<file path="src/sv/bbc_pkg.sv">
// shared constants for the bracket balance checker
package bbc_pkg;

    localparam int COUNT_BITS = 16;

    localparam int CHAR_BITS   = 8;
    localparam int STATUS_BITS = 4;

    typedef logic [CHAR_BITS-1:0]   char_t;
    typedef logic [STATUS_BITS-1:0] status_t;
    typedef logic [COUNT_BITS-1:0]  count_t;

    localparam count_t COUNT_MAX = '1;

    localparam status_t ST_OK          = 4'd0;
    localparam status_t ST_EXTRA_BRACE = 4'd1;
    localparam status_t ST_EXTRA_PAREN = 4'd2;
    localparam status_t ST_EXTRA_BRACK = 4'd3;
    localparam status_t ST_OPEN_CMT    = 4'd4;
    localparam status_t ST_OPEN_BRACE  = 4'd5;
    localparam status_t ST_OPEN_PAREN  = 4'd6;
    localparam status_t ST_OPEN_BRACK  = 4'd7;
    localparam status_t ST_OVERFLOW    = 4'd8;

    localparam char_t CH_LBRACE    = 8'h7B;
    localparam char_t CH_RBRACE    = 8'h7D;
    localparam char_t CH_LPAREN    = 8'h28;
    localparam char_t CH_RPAREN    = 8'h29;
    localparam char_t CH_LBRACK    = 8'h5B;
    localparam char_t CH_RBRACK    = 8'h5D;
    localparam char_t CH_SLASH     = 8'h2F;
    localparam char_t CH_STAR      = 8'h2A;
    localparam char_t CH_DQUOTE    = 8'h22;
    localparam char_t CH_SQUOTE    = 8'h27;
    localparam char_t CH_BACKSLASH = 8'h5C;
    localparam char_t CH_NEWLINE   = 8'h0A;

endpackage

</file>
<file path="src/sv/bbc_if.sv">
// valid/ready channels for characters in and verdicts out
interface bbc_char_if;
    logic                 valid;
    logic                 ready;
    logic [7:0]           char_code;
    logic                 is_last;

    modport source (output valid, output char_code, output is_last, input ready);
    modport sink   (input valid, input char_code, input is_last, output ready);
endinterface

interface bbc_result_if;
    logic                 valid;
    logic                 ready;
    logic [3:0]           status;
    logic                 final_res;

    modport source (output valid, output status, output final_res, input ready);
    modport sink   (input valid, input status, input final_res, output ready);
endinterface

</file>
<file path="src/sv/bracket_balance_checker_unit.sv">
// bracket balance checker: lexer modes, nesting counts and verdict
//
// req carries one byte of source text per transfer, with is_last on the
// final byte. rsp returns exactly one result per byte: status is the error
// latched so far with final_res low, and on the last byte the verdict
// (latched error, open block comment, or first open brace/paren/bracket)
// with final_res high. comments and quoted literals are skipped.
// a byte lands in an input register, is processed by the mode and count
// update logic and its result sits in the output register, which drives
// rsp.valid. one byte per cycle is sustained while rsp is not stalled.
// when rsp is stalled the output register holds and one more byte waits in
// the input register; req.ready then drops until rsp moves again.
// reset (rst_n low) empties both registers and puts the lexer in normal
// code with all counts and the error at zero. after the last byte all
// state returns to that same condition on its own.
module bracket_balance_checker_unit (
    input  logic           clk,
    input  logic           rst_n,
    bbc_char_if.sink       req,
    bbc_result_if.source   rsp
);
    import bbc_pkg::*;

    typedef enum logic [2:0] {
        MODE_NORMAL     = 3'd0,
        MODE_SLASH      = 3'd1,
        MODE_LINE       = 3'd2,
        MODE_BLOCK      = 3'd3,
        MODE_BLOCK_STAR = 3'd4,
        MODE_QUOTE      = 3'd5,
        MODE_QUOTE_ESC  = 3'd6
    } mode_t;

    // input register
    logic    in_valid_reg;
    char_t   in_char_reg;
    logic    in_last_reg;

    // output register
    logic    out_valid_reg;
    status_t out_status_reg;
    logic    out_final_reg;

    // lexer and count state
    mode_t   mode_reg,  mode_next;
    logic    qkind_reg, qkind_next;
    count_t  brace_reg, brace_next;
    count_t  paren_reg, paren_next;
    count_t  brack_reg, brack_next;
    status_t err_reg,   err_next;
    status_t status_next;

    logic    advance;
    logic    process;
    logic    code_byte;

    assign advance   = !out_valid_reg || rsp.ready;
    assign process   = in_valid_reg && advance;
    assign req.ready = !in_valid_reg || advance;

    assign rsp.valid     = out_valid_reg;
    assign rsp.status    = out_status_reg;
    assign rsp.final_res = out_final_reg;

    always_comb
    begin
        mode_next   = mode_reg;
        qkind_next  = qkind_reg;
        brace_next  = brace_reg;
        paren_next  = paren_reg;
        brack_next  = brack_reg;
        err_next    = err_reg;
        code_byte   = 1'b0;
        status_next = ST_OK;

        unique case (mode_reg)
            MODE_SLASH:
            begin
                if (in_char_reg == CH_SLASH)
                    mode_next = MODE_LINE;
                else if (in_char_reg == CH_STAR)
                    mode_next = MODE_BLOCK;
                else
                    code_byte = 1'b1;
            end
            MODE_LINE:
            begin
                if (in_char_reg == CH_NEWLINE)
                    mode_next = MODE_NORMAL;
            end
            MODE_BLOCK:
            begin
                if (in_char_reg == CH_STAR)
                    mode_next = MODE_BLOCK_STAR;
            end
            MODE_BLOCK_STAR:
            begin
                if (in_char_reg == CH_SLASH)
                    mode_next = MODE_NORMAL;
                else if (in_char_reg != CH_STAR)
                    mode_next = MODE_BLOCK;
            end
            MODE_QUOTE:
            begin
                if (in_char_reg == CH_BACKSLASH)
                    mode_next = MODE_QUOTE_ESC;
                else if (in_char_reg == (qkind_reg ? CH_SQUOTE : CH_DQUOTE))
                    mode_next = MODE_NORMAL;
            end
            MODE_QUOTE_ESC:
            begin
                mode_next = MODE_QUOTE;
            end
            default:
            begin
                code_byte = 1'b1;
            end
        endcase

        if (code_byte)
        begin
            mode_next = MODE_NORMAL;
            if (in_char_reg == CH_SLASH)
                mode_next = MODE_SLASH;
            else if (in_char_reg == CH_DQUOTE || in_char_reg == CH_SQUOTE)
            begin
                mode_next  = MODE_QUOTE;
                qkind_next = (in_char_reg == CH_SQUOTE);
            end
            else if (err_reg == ST_OK)
            begin
                case (in_char_reg)
                    CH_LBRACE:
                        if (brace_reg == COUNT_MAX) err_next = ST_OVERFLOW;
                        else brace_next = brace_reg + 1'b1;
                    CH_RBRACE:
                        if (brace_reg == '0) err_next = ST_EXTRA_BRACE;
                        else brace_next = brace_reg - 1'b1;
                    CH_LPAREN:
                        if (paren_reg == COUNT_MAX) err_next = ST_OVERFLOW;
                        else paren_next = paren_reg + 1'b1;
                    CH_RPAREN:
                        if (paren_reg == '0) err_next = ST_EXTRA_PAREN;
                        else paren_next = paren_reg - 1'b1;
                    CH_LBRACK:
                        if (brack_reg == COUNT_MAX) err_next = ST_OVERFLOW;
                        else brack_next = brack_reg + 1'b1;
                    CH_RBRACK:
                        if (brack_reg == '0) err_next = ST_EXTRA_BRACK;
                        else brack_next = brack_reg - 1'b1;
                    default: ;
                endcase
            end
        end

        status_next = err_next;
        if (in_last_reg && err_next == ST_OK)
        begin
            if (mode_next == MODE_BLOCK || mode_next == MODE_BLOCK_STAR)
                status_next = ST_OPEN_CMT;
            else if (brace_next != '0)
                status_next = ST_OPEN_BRACE;
            else if (paren_next != '0)
                status_next = ST_OPEN_PAREN;
            else if (brack_next != '0)
                status_next = ST_OPEN_BRACK;
        end
    end

    always_ff @(posedge clk or negedge rst_n)
    begin
        if (!rst_n)
        begin
            in_valid_reg  <= 1'b0;
            out_valid_reg <= 1'b0;
            mode_reg      <= MODE_NORMAL;
            qkind_reg     <= 1'b0;
            brace_reg     <= '0;
            paren_reg     <= '0;
            brack_reg     <= '0;
            err_reg       <= ST_OK;
        end
        else
        begin
            if (req.ready)
                in_valid_reg <= req.valid;
            if (advance)
                out_valid_reg <= in_valid_reg;

            if (process)
            begin
                if (in_last_reg)
                begin
                    // verdict given, back to the reset condition
                    mode_reg  <= MODE_NORMAL;
                    qkind_reg <= 1'b0;
                    brace_reg <= '0;
                    paren_reg <= '0;
                    brack_reg <= '0;
                    err_reg   <= ST_OK;
                end
                else
                begin
                    mode_reg  <= mode_next;
                    qkind_reg <= qkind_next;
                    brace_reg <= brace_next;
                    paren_reg <= paren_next;
                    brack_reg <= brack_next;
                    err_reg   <= err_next;
                end
            end
        end
    end

    // payload registers
    always_ff @(posedge clk)
    begin
        if (req.valid && req.ready)
        begin
            in_char_reg <= req.char_code;
            in_last_reg <= req.is_last;
        end
        if (process)
        begin
            out_status_reg <= status_next;
            out_final_reg  <= in_last_reg;
        end
    end

    // open codes only appear in a final verdict
    assert property (@(posedge clk) disable iff (!rst_n)
        (out_valid_reg && !out_final_reg) |->
            (out_status_reg != ST_OPEN_CMT && out_status_reg != ST_OPEN_BRACE &&
             out_status_reg != ST_OPEN_PAREN && out_status_reg != ST_OPEN_BRACK))
    else $error("open status on a non-final result");

    // after the last byte is processed all state is back at reset
    assert property (@(posedge clk) disable iff (!rst_n)
        (process && in_last_reg) |=>
            (mode_reg == MODE_NORMAL && brace_reg == '0 && paren_reg == '0 &&
             brack_reg == '0 && err_reg == ST_OK))
    else $error("state not cleared after last byte");

    // a latched error holds until the text ends
    assert property (@(posedge clk) disable iff (!rst_n)
        (err_reg != ST_OK && !(process && in_last_reg)) |=> (err_reg == $past(err_reg)))
    else $error("latched error changed before end of text");

    // counts freeze once an error is latched
    assert property (@(posedge clk) disable iff (!rst_n)
        (err_reg != ST_OK && !(process && in_last_reg)) |=>
            ($stable(brace_reg) && $stable(paren_reg) && $stable(brack_reg)))
    else $error("count moved after an error");

    // an empty output register never blocks the input side
    assert property (@(posedge clk) disable iff (!rst_n)
        !out_valid_reg |-> req.ready)
    else $error("input stalled with empty output register");

endmodule
</file>
<file path="src/flat_wrapper.sv">
// flat-port wrapper written by rule: the top's interface ports become plain ports
module bracket_balance_checker_unit_flat import bbc_pkg::*;
  (clk, rst_n, req_valid, req_char_code, req_is_last, req_ready, rsp_valid, rsp_status, rsp_final_res, rsp_ready);
  bbc_char_if req_i ();
  bbc_result_if rsp_i ();
  input  logic clk;
  input  logic rst_n;
  input wire logic [$bits(req_i.valid)-1:0] req_valid;
  input wire logic [$bits(req_i.char_code)-1:0] req_char_code;
  input wire logic [$bits(req_i.is_last)-1:0] req_is_last;
  output wire logic [$bits(req_i.ready)-1:0] req_ready;
  output wire logic [$bits(rsp_i.valid)-1:0] rsp_valid;
  output wire logic [$bits(rsp_i.status)-1:0] rsp_status;
  output wire logic [$bits(rsp_i.final_res)-1:0] rsp_final_res;
  input wire logic [$bits(rsp_i.ready)-1:0] rsp_ready;
  assign req_i.valid = req_valid;
  assign req_i.char_code = req_char_code;
  assign req_i.is_last = req_is_last;
  assign req_ready = req_i.ready;
  assign rsp_valid = rsp_i.valid;
  assign rsp_status = rsp_i.status;
  assign rsp_final_res = rsp_i.final_res;
  assign rsp_i.ready = rsp_ready;
  bracket_balance_checker_unit u_core (.clk(clk), .rst_n(rst_n), .req(req_i), .rsp(rsp_i));
endmodule
</file>
<file path="config.mk">
export PLATFORM = sky130hd
export DESIGN_NAME = bracket_balance_checker_unit_flat
export DESIGN_NICKNAME = d
export VERILOG_FILES = /design/src/sv/bbc_pkg.sv /design/src/sv/bbc_if.sv /design/src/sv/bracket_balance_checker_unit.sv /design/src/flat_wrapper.sv
export SDC_FILE = /design/constraint.sdc
export NUM_CORES = 1
export LEC_CHECK = 0
export ABC_AREA = 0
export BUFFER_PORTS_ARGS = -buffer_cell sky130_fd_sc_hd__buf_2
export CAP_MARGIN = 20
export CORE_UTILIZATION = 25
export CTS_CLUSTER_DIAMETER = 30
export DETAILED_ROUTE_END_ITERATION = 16
export PLACE_DENSITY_LB_ADDON = 0.12
export SKIP_CTS_REPAIR_TIMING = 1
export SYNTH_ARGS = -nofsm -noshare
export SYNTH_HDL_FRONTEND = slang
export SYNTH_SLANG_ARGS = --single-unit
</file>
<file path="constraint.sdc">
create_clock -name clk -period 3.2 [get_ports clk]
set_input_delay 0 -clock clk [delete_from_list [all_inputs] [get_ports clk]]
set_output_delay 0 -clock clk [all_outputs]
set_load 0.01 [all_outputs]
</file>
==> results of run 1 <==
[how the worst max path moves through the flow]
stage                           end
6_report       u_core.rsp.status[1]
5_1_grt        u_core.rsp.status[2]
4_1_cts        u_core.rsp.status[2]
3_5_place_dp   u_core.rsp.status[2]
3_3_place_gp   u_core.rsp.status[2]
2_1_floorplan  u_core.rsp.status[1]
[area by class of cell]
type,count,area [µm²]
Clock buffer,12,267.8
Inverter,25,93.84
Multi-Input combinational cell,723,4792
Tap cell,341,426.7
Clock inverter,4,33.78
Fill cell,2846,17330
Timing Repair Buffer,269,2062
Sequential cell,72,1874
[critical path, cell delays in order (launching register included)]
cell and delay, ns:
dfrtp_1 0.39, or4_1 0.67, nor4_4 0.40, nor3_2 0.07, o21ai_1 0.27, nand3_1 0.14, nor3_2 0.16, nand4_1 0.14
or4_4 0.50, o31ai_2 0.18
[synthesized netlist by cell type, types with 4 or more instances]
cell,instances,share of area
nor2b_1,4,0.0037
and4_1,8,0.010
buf_2,15,0.011
and3_1,15,0.014
ha_1,6,0.011
or2_2,5,0.0046
o21ai_0,83,0.061
nor3b_1,5,0.0055
a21o_1,4,0.0044
nand4_1,32,0.029
mux2i_1,13,0.019
xor2_1,4,0.0051
o21a_1,10,0.011
and2_1,8,0.0073
a211oi_1,5,0.0055
or3_1,8,0.0073
nor4b_1,10,0.013
a31oi_1,16,0.015
nand2b_1,10,0.0092
xnor2_1,10,0.013
nand2_1,77,0.042
nor3_1,47,0.034
edfxtp_1,14,0.062
nand3_1,50,0.037
nor4_1,25,0.023
a31o_2,6,0.0077
o211ai_1,9,0.0099
a21oi_1,38,0.028
nor2_1,66,0.036
dfrtp_1,58,0.21
inv_1,23,0.013
o22ai_1,13,0.012
o31ai_1,12,0.013
clkbuf_1,54,0.030
a22o_1,21,0.027
or4_1,15,0.017
nand4b_1,7,0.0090
o2111ai_1,6,0.0077
[metrics by stage]
step / util / cell area [µm²] / setup WS (ns) / hold slack, ns
after CTS: 0.3365 / 9042 / -0.2636 / -0.2314
after floorplan: - / 6824 / 0.1442 / -0.2956
after detailed placement: 0.3252 / 8741 / -0.2517 / 0.1479
after global placement: 0.3252 / 8741 / -0.1953 / 0.1601
after global routing: 0.3554 / 9550 / -0.03359 / 0.3502
final: 0.3554 / 9550 / 0.1032 / 0.2965
[report_power, final]
group	switching, mW	internal [mW]
sequential	0.0354	0.983
combinational	0.667	0.558
clock	0.461	0.602
[cells by family (layout without fill, tap and decap cells)]
family,Yosys count,after routing,share of synthesized area
compound gates,272,272,0.2692
xor+xnor,14,14,0.01797
simple gates,418,418,0.3458
mux,13,13,0.01907
buf+inv,102,310,0.06270
fa+ha+maj,6,6,0.01100
flops,72,72,0.2743
[routing by layer]
metal / GRT usage / share of wire
met5: 0 / 0
met4: 0.06103 / 0.018
met2: 0.3322 / 0.44
met3: 0.03522 / 0.059
met1: 0.2953 / 0.48
==> impl_metrics.toml, run 1 <==
[run_status]
status = "finished clean"

[timing]
maxSlewViolCount = 0
hold_viol = 0
finalSetupViolCount = 0
max_freq_mhz = 322.9
finClkSkew_ns = 0.01637
relSlewSlack = 0.4403
period_share = 0.9677
period_minus_slack_ns = 3.097
finalSetupTns_ns = 0
tightestPinTransition_ns = 0.8395

[power]
p_per_area_nw_per_um2 = 346.2
power_mw = 3.306
leakage_nw = 3.904
ir_drop_uv = 275.1

[floorplan]
rows = 60
die_w_um = 167.2
core_um2 = 26880
die_h_um = 167.2
dieArea_um2 = 27960
io_pins = 20
initial_utilization = 0.2539

[route]
drtIter0Drc = 685
routedWlPerCell_um = 20.48
viasPerCell = 5.635
ant_nets = 0
drt_wl_total_um = 29610
first_pass_iters = 5
drc = 0
dr_total_vias = 8148

[grt]
grt_pass1_wl_um = 45940
grt_pass1_vias = 7975
grt-ovfl-total = 0
grt_antenna_before_repair = 0
grt_usage = 0.2110
grt_max_degree = 41

[hold_path]
worstHoldPathType = "input pin to async pin"

[critical_path]
crit_start = "u_core.brace_reg[12]"
reg2regPathDepth = 9
endpoint_kind = "register"
worstPathArrival_ns = 3.28
timing.rr.end = "u_core.rsp.status[1]"
cp.required_ns = 3.38
start_kind = "register"
rrSetupSlack_ns = 0.10
r2r_start = "u_core.brace_reg[12]"
path_class = "register to register"
critPathMaxFanout = 4

[clock_network]
numCtsBuffers = 9
clockBufferDepth = 2
clock_latency_ns = 0.36
cts.root.buffer_cell = "clkbuf_16"
path_clk_slew_ns = 0.06
cts_tree = "done"
htreeDepth = 3
cts.sinks = 72

[logic_synthesis]
synth_edf_count = 14
synth_area_um2 = 6824
synthDistinctLibCells = 93
syn_area_per_cell_um2 = 7.608
synthCells = 897
ys_warn_count = 0
synthFlopType = "dfrtp_1"
async_reset_ff_frac = 0.8056
yosysSeqAreaShare = 0.2743
synth_seq_cells = 72
syn_nets = 916

[flow_run]
maxCapViolations = 0

[placement]
io_buffer_count = 19
place_congestion = 0.9614
dp_hpwl_um = 22400
dp.cells = 1405

[layout]
drive_above_1_share = 0.3186
final_cell_mix = "231 x buf_4, 77 x nand2_1, 77 x o21ai_0"
area_delta_synth_final_pct = 39.95
mostFrequentLayoutCell = "buf_4"
layout.nets = 1119
n_antenna_cell = 0
final-instance-count-excl-fill = 1446
Note: power is estimated with default switching activity, not from simulation.
==> run 2: changes to the inputs <==
Settings changed: ABC_AREA 0 to 1.
==> run 2 against run 1 <==
First-iteration DRC count decreased by 13%. Synthesized area increased by 9.7%. Synthesized cell count increased by 47%. Largest cell class unchanged. Critical endpoint unchanged. Die area increased by 9.6%.
==> impl_metrics.toml, run 2 <==
[grt]
grt_usage = 0.1922
grt-ovfl-total = 0
grt_max_degree = 44
grt_pass1_wl_um = 46130
grt_antenna_before_repair = 0
grt_pass1_vias = 8336

[logic_synthesis]
synthDistinctLibCells = 41
syn_area_per_cell_um2 = 5.664
synth_area_um2 = 7488
async_reset_ff_frac = 0.8056
synth_seq_cells = 72
synthFlopType = "dfrtp_1"
syn_nets = 1341
synth.top_cells.by_count = "517 x nand2_1, 191 x nor2_1, 127 x inv_1"
yosysTopAreaCell = "nand2_1"
synth_edf_count = 14
ys_warn_count = 0
synthCells = 1322
synth_area_leaders = "nand2_1 26%, dfrtp_1 19%, nor2_1 9.6%"
synth_most_common_cell = "nand2_1"
synth_top_cell_area_share = 0.2591
yosysSeqAreaShare = 0.2500

[timing]
finClkSkew_ns = 0.01014
period_minus_slack_ns = 2.943
finalSetupViolCount = 0
rsz0062_at_grt = "no"
finalSetupTns_ns = 0
maxSlewViolCount = 0
hold_viol = 0
max_freq_mhz = 339.7
relSlewSlack = 0.3164
period_share = 0.9198
tightestPinTransition_ns = 1.024

[clock_network]
clockBufferDepth = 2
path_clk_slew_ns = 0.07
htreeDepth = 3
numCtsBuffers = 9
cts.sinks = 72
clock_latency_ns = 0.36
cts.root.buffer_cell = "clkbuf_16"
cts_tree = "done"

[run_status]
status = "finished clean"

[flow_run]
maxCapViolations = 0

[route]
viasPerCell = 4.875
drc = 0
first_pass_iters = 5
drt_wl_total_um = 28580
drtIter0Drc = 597
routedWlPerCell_um = 16.33
dr_total_vias = 8531
ant_nets = 0

[layout]
layout.nets = 1380
area_delta_synth_final_pct = 15.10
final-instance-count-excl-fill = 1750
drive_above_1_share = 0.09590
n_antenna_cell = 0
final_cell_mix = "515 x nand2_1, 188 x nor2_1, 126 x inv_1"
mostFrequentLayoutCell = "nand2_1"

[critical_path]
worstPathArrival_ns = 3.06
critPathMaxFanout = 6
crit_path_max_incr_delay_ns = 0.47
cp.required_ns = 3.31
endpoint_kind = "register"
start_kind = "register"
path_class = "register to register"
critical_path.top_delay_family = "simple AND/OR/NAND/NOR gates"
timing.critical_path.mode_cell = "nand2_1"
path_cells = "ha_1, nand2_1, nor2_1, nand2_1, nor2_1, nand3_1, nand3_1, nand2_1, nand2_1, nor2_1, nand2_1, nor2_1, nand3_1, nand2_1, inv_2, a21oi_2"
path_buf_inv = 1
cp_slowest_cell = "dfrtp_1"

[power]
leakage_nw = 4.347
p_per_area_nw_per_um2 = 350.7
ir_drop_uv = 203.0

[floorplan]
io_pins = 20
dieArea_um2 = 30650
die_w_um = 175.1
core_um2 = 29090
die_h_um = 175.1
rows = 62
initial_utilization = 0.2574

[placement]
dp.cells = 1719
place_congestion = 0.8841
io_buffer_count = 19
dp_hpwl_um = 21570

[hold_path]
worstHoldPathType = "input pin to async pin"
==> run 2: layer usage <==
layer  track usage  up-vias  part of all wire
met5             0        -                 0
met4       0.05761        0             0.025
met3       0.02132       48             0.038
met2        0.3237      236              0.47
met1        0.2564     3911              0.47
li1              -     4336                 -
==> run 2: final cells by class <==
| class | count | area [µm²] |
|---|---|---|
| inverter | 139 | 521.8 |
| multi-input combinational | 1062 | 4885 |
| timing repair buffer | 77 | 575.6 |
| sequential | 72 | 1872 |
| tap | 384 | 480.5 |
| fill | 3333 | 20470 |
| clock inverter | 7 | 60.06 |
| clock buffer | 9 | 225.2 |
==> run 2: through the flow <==
stage | util | area (µm²) | setup WS (ns) | power, mW | hold slack, ns
3_3_place_gp | 0.2806 | 8162 | 0.08388 | 1.973 | 0.1072
6_report | 0.2963 | 8620 | 0.2565 | 3.023 | 0.2378
4_1_cts | 0.2904 | 8447 | 0.09714 | 3.023 | -0.2798
3_5_place_dp | 0.2806 | 8162 | 0.1129 | 1.966 | 0.09922
5_1_grt | 0.2963 | 8620 | 0.01170 | 3.233 | 0.2879
2_1_floorplan | - | 7488 | 0.8259 | 1.670 | -0.2956
==> run 2: cell families after synthesis <==
kind of cell | after synthesis | synth area share
AOI/OAI and AO/OA | 120 | 0.08989
buffers and inverters | 188 | 0.1018
and+or+nand+nor | 926 | 0.5367
DFF | 72 | 0.2500
xor gates and xnor gates | 10 | 0.01170
adders and majority gates | 6 | 0.01002
==> run 2: final timing paths <==
kind | end | from | cells past startpoint | slack, ns
hold reg to reg | u_core.err_reg[2] | u_core.err_reg[2] | 2 | 0.53
setup reg to reg | u_core.rsp.status[1] | u_core.brace_reg[1] | 16 | 0.26
min in group clk | u_core.in_char_reg[5] | req_char_code[5] | 2 | 0.35
setup / recovery | u_core.rsp.status[1] | u_core.brace_reg[1] | 16 | 0.26
hold / removal | u_core.mode_reg[1] | rst_n | 2 | 0.24
max in group asynchronous | u_core.brace_reg[9] | rst_n | 3 | 2.19
==> run 2: worst register-to-register path: stages (launching register included) <==
cell	delay (ns)
dfrtp_1	0.47
ha_1	0.23
nand2_1	0.08
nor2_1	0.20
nand2_1	0.21
nor2_1	0.21
nand3_1	0.39
nand3_1	0.32
nand2_1	0.08
nand2_1	0.08
nor2_1	0.04
nand2_1	0.07
nor2_1	0.06
nand3_1	0.08
nand2_1	0.08
inv_2	0.06
a21oi_2	0.03
==> run 2: where the power goes <==
group | switching (mW) | internal, mW
clock network | 0.502 | 0.540
registers | 0.0619 | 0.993
logic | 0.634 | 0.290
==> run 3: changes to the inputs <==
Settings changed: SKIP_CTS_REPAIR_TIMING 1 to default.
Clock period 3.2 ns to 3 ns, I/O delays scaled along.
==> run 3 against run 2 <==
Register-to-register slack worse by 0.07 ns. Clock-buffer cell count stayed put. Sequential share of layout area is 0.99 points lower. Routed wire length is 1.7% higher. Clock skew is 0.0047 ns higher. First-iteration DRC count is 24% higher. Core utilization is 1.4 points higher. Combinational power is 17% higher. Via count is 1.4% higher. Cell count is 2.5% higher. Highest routed layer unchanged. Power is 14% higher. Design area is 4.8% higher.
==> impl_metrics.toml, run 3 (synthesis results as in run 2) <==
[route]
drc = 0
viasPerCell = 4.822
drtIter0Drc = 741
ant_nets = 0
first_pass_iters = 6
routedWlPerCell_um = 16.20
drt_wl_total_um = 29060
dr_total_vias = 8650

[critical_path]
path_cells = "buf_4, nand2_1, nor2_1, nand2_4, nand2_2, nand2_4, nand2_4, nor2_8, buf_4, buf_4, nand2_1, nand2_1, nor2_1, nand2_1, nor2_1, buf_4, and2_1, nand2_1, nand2_1, nand2_1"
timing.critical_path.mode_cell = "nand2_1"
critPathMaxFanout = 10
path_class = "register to register"
cp.depth = 20
start_kind = "register"
crit_path_max_incr_delay_ns = 0.45
endpoint_kind = "register"
critical_path.top_delay_family = "simple AND/OR/NAND/NOR gates"
cp.required_ns = 3.11
reg2regPathDepth = 20
path_buf_inv = 4
rrSetupSlack_ns = 0.18
cp_slowest_cell = "edfxtp_1"
worstPathArrival_ns = 2.92

[grt]
grt_pass1_vias = 8486
grt_max_degree = 59
grt-ovfl-total = 0
grt_antenna_before_repair = 0
grt_pass1_wl_um = 46590
grt_usage = 0.1949

[timing]
maxSlewViolCount = 0
rsz0062_at_grt = "no"
finalSetupViolCount = 0
finalSetupTns_ns = 0
hold_viol = 0
tightestPinTransition_ns = 0.6013
max_freq_mhz = 354.9
worst_hold_slack_ns = 0.1815
finClkSkew_ns = 0.01483
relSlewSlack = 0.5987
period_minus_slack_ns = 2.817
period_share = 0.9391

[clock_network]
path_clk_slew_ns = 0.07
cts_tree = "done"
cts.sinks = 72
clockBufferDepth = 2
numCtsBuffers = 9
clock_latency_ns = 0.35
cts.root.buffer_cell = "clkbuf_16"
htreeDepth = 3

[layout]
n_antenna_cell = 0
area_delta_synth_final_pct = 20.60
drive_above_1_share = 0.1277
final_cell_mix = "513 x nand2_1, 184 x nor2_1, 127 x inv_1"
nFillCells = 3289
multi_input_area_um2 = 4907
layout.nets = 1424
regArea_um2 = 1872
mostFrequentLayoutCell = "nand2_1"

[run_status]
status = "finished clean"

[placement]
dp_hpwl_um = 22160
io_buffer_count = 19
place_congestion = 0.8769

[floorplan]
rows = 62
die_w_um = 175.1
die_h_um = 175.1
dieArea_um2 = 30650
io_pins = 20
initial_utilization = 0.2574
core_um2 = 29090

[power]
p_int_mw = 2.171
clock_power_share = 0.361
leakage_nw = 4.589
switchingPower_mw = 1.274
seq_power_share = 0.326
ir_drop_uv = 247.4
switching_share = 0.3697
p_per_area_nw_per_um2 = 381.5
comb_power_share = 0.313

[flow_run]
maxCapViolations = 0

[hold_path]
worstHoldPathType = "input pin to async pin"
-- run 3: worst reg2reg max path, stage by stage (launching register included) --
cell	delay, ns
edfxtp_1	0.45
buf_4	0.16
nand2_1	0.06
nor2_1	0.19
nand2_4	0.12
nand2_2	0.11
nand2_4	0.07
nand2_4	0.10
nor2_8	0.07
buf_4	0.18
buf_4	0.19
nand2_1	0.08
nand2_1	0.10
nor2_1	0.11
nand2_1	0.07
nor2_1	0.10
buf_4	0.14
and2_1	0.12
nand2_1	0.05
nand2_1	0.05
nand2_1	0.05
-- run 3: power groups by stage --
stage / Combinational [mW] / Clock [mW] / Sequential, mW
detailed placement: 1.04 / 0 / 1.15
global placement: 1.05 / 0 / 1.15
CTS: 1.06 / 1.28 / 1.13
global route: 1.23 / 1.30 / 1.13
finish: 1.08 / 1.24 / 1.12
floorplan: 0.659 / 0 / 1.12
-- run 3: cell type report --
cell class / count / area share
repair buffers: 121 / 0.1031
clock buffers: 9 / 0.02494
multi-input cells: 1062 / 0.5434
inverters: 139 / 0.05777
well taps: 384 / 0.05320
clock inverters: 7 / 0.01039
flip-flops and latches: 72 / 0.2073
-- run 3: final timing paths --
check	endpoint	from
max	u_core.rsp.status[0]	u_core.in_char_reg[2]
min	u_core.mode_reg[0]	rst_n
max reg2reg	u_core.rsp.status[0]	u_core.in_char_reg[2]
min reg2reg	u_core.qkind_reg	u_core.qkind_reg
max in group asynchronous	u_core.brace_reg[12]	rst_n
min in group clk	u_core.in_char_reg[0]	req_char_code[0]
-- run 3: routing by layer --
layer	vias to the layer above	track usage	wire length (µm)
li1	4413	-	-
met1	3987	0.2576	13570
met2	209	0.3239	13500
met3	41	0.02633	1241
met4	0	0.06667	743
met5	-	0	0
-- run 3: timing repair --
action	CTS	global route
gates resized for setup	0	15
buffers inserted	0	9
hold buffers	13	0
endpoints found under the setup margin	0	3
endpoints found under the hold margin	69	0
-- run 3: stage by stage --
stage / power (mW) / worst slack [ns] / std cells / instance area, µm² / util
2_1_floorplan: 1.781 / 0.6259 / 1322 / 7488 / -
3_3_place_gp: 2.198 / 0.009160 / 1756 / 8464 / 0.2910
3_5_place_dp: 2.190 / 0.03837 / 1756 / 8464 / 0.2910
4_1_cts: 3.471 / 0.01063 / 1785 / 8914 / 0.3064
5_1_grt: 3.661 / 0.001755 / 1794 / 9031 / 0.3105
6_report: 3.445 / 0.1827 / 1794 / 9031 / 0.3105
